File: src/design/lzhc_pkg.sv
package lzhc_pkg;

	localparam int WINDOW_BYTES_DEF      = 4096;
	localparam int LENGTH_LIMIT_DEF      = 16;
	localparam int SHORT_OFFSET_BITS_DEF = 8;
	localparam int SHORT_LENGTH_BITS_DEF = 2;
	localparam int LONG_OFFSET_BITS_DEF  = 12;
	localparam int LONG_LENGTH_BITS_DEF  = 4;

	localparam int POS_W       = 32;
	localparam int HASH_W      = 16;
	localparam int OFF_W       = 16;
	localparam int BYTE_W      = 8;
	localparam int VALUE_W     = 18;
	localparam int WIDTH_W     = 5;
	// widest match token over the whole parameter range
	localparam int TOK_FULL_W  = 2 + 16 + 8;
	localparam int MAX_TOKENS  = 64;
	localparam int TOKCNT_W    = 7;
	localparam int LIT_GROUP   = 8;
	localparam int LIT_HDR_W   = 4;
	localparam int MIN_MATCH   = 3;
	localparam int QUEUE_DEPTH = 4;
	localparam int QPTR_W      = 2;

	typedef struct packed {
		logic              last;
		logic [BYTE_W-1:0] data;
	} byte_beat_t;

endpackage

File: src/design/lzhc_front.sv
module lzhc_front (
	input  logic                clk,
	input  logic                arst_n,
	input  logic                data_valid,
	output logic                data_stall,
	input  logic [7:0]          data_byte,
	input  logic                last_byte,
	output logic                q_valid,
	output lzhc_pkg::byte_beat_t q_beat,
	input  logic                q_pop
);

	localparam int CNT_W = lzhc_pkg::QPTR_W + 1;

	lzhc_pkg::byte_beat_t         slot_q [lzhc_pkg::QUEUE_DEPTH];
	logic [lzhc_pkg::QPTR_W-1:0]  wr_q;
	logic [lzhc_pkg::QPTR_W-1:0]  rd_q;
	logic [CNT_W-1:0]             cnt_q;
	logic                         push;
	logic                         pop;

	assign data_stall = (cnt_q == CNT_W'(lzhc_pkg::QUEUE_DEPTH));
	assign push       = data_valid && !data_stall;
	assign q_valid    = (cnt_q != '0);
	assign pop        = q_pop && q_valid;
	assign q_beat     = slot_q[rd_q];

	always_ff @(posedge clk) begin
		if (push) begin
			slot_q[wr_q] <= '{last: last_byte, data: data_byte};
		end
	end

	always_ff @(posedge clk or negedge arst_n) begin
		if (!arst_n) begin
			wr_q  <= '0;
			rd_q  <= '0;
			cnt_q <= '0;
		end else begin
			if (push) begin
				wr_q <= wr_q + 1'b1;
			end
			if (pop) begin
				rd_q <= rd_q + 1'b1;
			end
			case ({push, pop})
				2'b10:   cnt_q <= cnt_q + 1'b1;
				2'b01:   cnt_q <= cnt_q - 1'b1;
				default: cnt_q <= cnt_q;
			endcase
		end
	end

endmodule

File: config.mk
export PLATFORM = sky130hd
export DESIGN_NAME = lzhc_front
export DESIGN_NICKNAME = d
export VERILOG_FILES = /design/src/design/lzhc_pkg.sv /design/src/design/lzhc_front.sv
export SDC_FILE = /design/constraint.sdc
export NUM_CORES = 1
export LEC_CHECK = 0
export BUFFER_PORTS_ARGS = -buffer_cell sky130_fd_sc_hd__clkbuf_2
export CAP_MARGIN = 20
export CORE_MARGIN = 2
export CORE_UTILIZATION = 46
export DETAILED_ROUTE_END_ITERATION = 8
export PLACE_DENSITY_LB_ADDON = 0.12
export SLEW_MARGIN = 10
export SYNTH_ARGS = -nofsm -noshare
export SYNTH_HDL_FRONTEND = slang
export SYNTH_SLANG_ARGS = --single-unit
File: constraint.sdc
create_clock -name clk -period 6.1 [get_ports clk]
set_input_delay 0.61 -clock clk [delete_from_list [all_inputs] [get_ports clk]]
set_output_delay 0.61 -clock clk [all_outputs]
set_load 0.02 [all_outputs]
==> summary.md <==
| Metric | Value |
|---|---|
| Result of the run | complete, no violations |
| Number of placement rows | 22 |
| Area share of the leading cell type in the synthesized netlist | 62.5% |
| Syn Std Cell Area | 1730 µm² |
| Min-Delay Path Class | primary input to asynchronous set/reset pin |
| GRT Overall Usage | 14.5% |
| Clock-pin slew of the registers on the worst-case setup and hold paths | 0.08 ns |
| Clock Skews | 0.00743 ns |
| Max Fclk | 412 MHz |
| Cell count after synthesis | 85 |
| CP Data Arrival Time | 1.82 ns |
| Top metal layer carrying routed signals | met4 |
| Nature of the critical path startpoint | register |
| Number of diodes added for antenna fixing | 0 |
| Via count normalized by instance count | 5.05 |
| Post-route minimum period | 2.43 ns |
| Final max-slew violation count | 0 |
| Kind of critical path | register to output port |
| Critical R2R Launch | cnt_q[0] |
| Die Wd | 65.3 µm |
| Reg2reg path depth | 9 |
| Total die area | 4270 µm² |
| Hold_buf cts | 0 |
| CTS tree | built |
| Count of routing violations after the opening detailed-route iteration | 31 |
| Sum of net half-perimeters after detailed placement | 1.75 mm |
| Fraction of the yosys area taken by sequential cells | 72.6% |
| Clock sink count | 43 |
| Inst Count DP | 154 |
| I/O pins | 24 |
| Layout cells sized above 1 | 42.1% |
| Root buffer selected by CTS | sky130_fd_sc_hd__clkbuf_8 |
| Fill cell instance count of the final layout | 300 |
| Worst skew pair latency | 0.29 ns |
| Syn nets | 104 |
| Largest vdd supply drop | 0.000242 V |
| Unique cell type count in the Yosys netlist | 19 |
| Crit. End Element | output port |
| Power density normalized to cell area | 492 nW/µm² |
| Commonest non-fill, non-tap cell in the layout | sky130_fd_sc_hd__edfxtp_1 |
| Cell type with the highest aggregate area in the netlist | sky130_fd_sc_hd__edfxtp_1 |
| Die Height | 65.3 µm |
| First-pass GRT wire length | 4.19 mm |
| Transition time at the pin with the least slew margin | 0.634 ns |
| Routed length on met1 | 1.12 mm |
| Port Buffers | 23 |
| Critical R2R Capture | cnt_q[2] |
| Ranking of synthesized cells by area | sky130_fd_sc_hd__edfxtp_1, sky130_fd_sc_hd__mux4_2, sky130_fd_sc_hd__dfrtp_1 |
| Total Routed Length | 2.62 mm |
| Core outline area | 3630 µm² |
| Seq cells post-synth | 43 |
| Total DRC errors in the routed layout | 0 |
| Final Cycle Share | 39.8% |
| Standby leakage power | 0.775 nW |
| Minimum setup slack among reg-to-reg paths | 3.88 ns |
| Clock Path Buffers | 2 |
| Count of vias placed by the detailed router | 818 |
| Average wire per cell in the routed design | 16.2 µm |
| Final hold violation count | 0 |
| Starting Density | 47.6% |
| Antenna Nets Post-Route | 0 |
| Wire length on met3 | 119 µm |
| Commonest cells after routing, fill and taps aside | sky130_fd_sc_hd__edfxtp_1, sky130_fd_sc_hd__clkbuf_2, sky130_fd_sc_hd__mux4_2 |
| Detailed Routing Iterations Pass 1 | 4 |
| Number of setup buffers added after CTS | 0 |
| Number of gates resized after cts | 0 |
| Data required time at the worst endpoint | 5.49 ns |
| Area delta synth->final | 15.8% |
| Final layout net count | 132 |
| Overflow after GRT | 0 |
| Crit Path Max Fanout | 11 |
| Total negative setup slack | 0 ns |
| Maximum number of pins on one net before global-route repair | 14 |
| Worst-case headroom to the max-slew limit | 57.7% |
| Gpl congestion | 0.652 |
| Number of global-route vias before repair | 873 |
| Number of buffers inserted during clock tree synthesis | 5 |
| Met2 WL | 1.32 mm |
| Mean post-synth cell area | 20.3 µm² |
| Max-cap violations | 0 |
| H-tree depth reported by CTS | 2 |
| Non-filler cells, final | 162 |
| Setup repair after global routing missed its margin | no |
| # setup viols final | 0 |
| Number of antenna violations at the first check in global routing | 0 |
| Count of warnings emitted by yosys | 0 |
Yosys cell counts, drive strengths merged:
library cell	n
nand2	1
nor2	1
ha	5
xnor2	3
buf	1
edfxtp	36
inv	7
o31a	1
xor2	3
or3b	1
and2	1
fa	1
dfrtp	7
and3	4
clkbuf	1
mux2i	1
mux2	1
mux4	9
or3	1
layer usage:
layer  vias up  global-route usage, %
met5         -                      0
li1        379                      -
met3         6                   5.65
met2        16                   22.7
met4         0                   8.59
met1       417                   17.0
registers in the layout, indices dropped and copies added (netlist names):
register and count:
cnt_q 3, rd_q 2, slot_q 36, wr_q 2
metrics by stage:
step	setup slack [ns]	utilization (%)	total power, mW	instance area [µm²]	hold WS, ns
final	3.67	55.1	0.986	2000	0.145
after global routing	3.53	55.1	1.05	2000	0.145
after CTS	3.61	55.1	1.00	2000	0.139
after detailed placement	3.88	52.2	0.790	1900	0.459
after global placement	3.93	52.2	0.781	1900	0.460
after floorplan	4.02	-	0.695	1730	0.314
worst max path at each step:
stage / start / end / slack [ns]
floorplan: cnt_q[0] / cnt_q[2] / 4.02
global placement: cnt_q[0] / cnt_q[2] / 3.93
detailed placement: cnt_q[0] / cnt_q[2] / 3.88
CTS: rd_q[0] / q_beat[6] / 3.61
global route: rd_q[0] / q_beat[2] / 3.53
finish: rd_q[0] / q_beat[8] / 3.67
where the power goes:
group | internal (mW) | leakage [nW] | switching, mW
clock network | 0.120 | 0.0556 | 0.0907
logic | 0.152 | 0.308 | 0.164
registers | 0.397 | 0.411 | 0.0621
final cells by class:
type                            instances  area, µm²  area share, %
Timing Repair Buffer                   23        115           5.75
Inverter                                7       26.3           1.31
Sequential cell                        43       1260           62.7
Tap cell                               48       60.1           3.00
Multi-Input combinational cell         33        438           21.9
Clock inverter                          3       38.8           1.94
Clock buffer                            5       68.8           3.44
worst max-delay path, cell delays in order, from the launching register on:
cell and delay (ns):
sky130_fd_sc_hd__dfrtp_1 0.75, sky130_fd_sc_hd__mux4_2 0.60, sky130_fd_sc_hd__clkbuf_2 0.17
cell families (layout without fill, tap and decap cells):
logic type,Yosys count,after routing,share of synthesized area (%)
AOI/OAI and AO/OA,1,1,0.579
xor gates and xnor gates,6,6,3.04
adders and majority gates,6,6,4.78
buffers and inverters,9,38,2.03
DFF,43,43,72.6
muxes,11,11,13.2
and+or+nand+nor,9,9,3.76
Note: power is estimated with default switching activity, not from simulation.
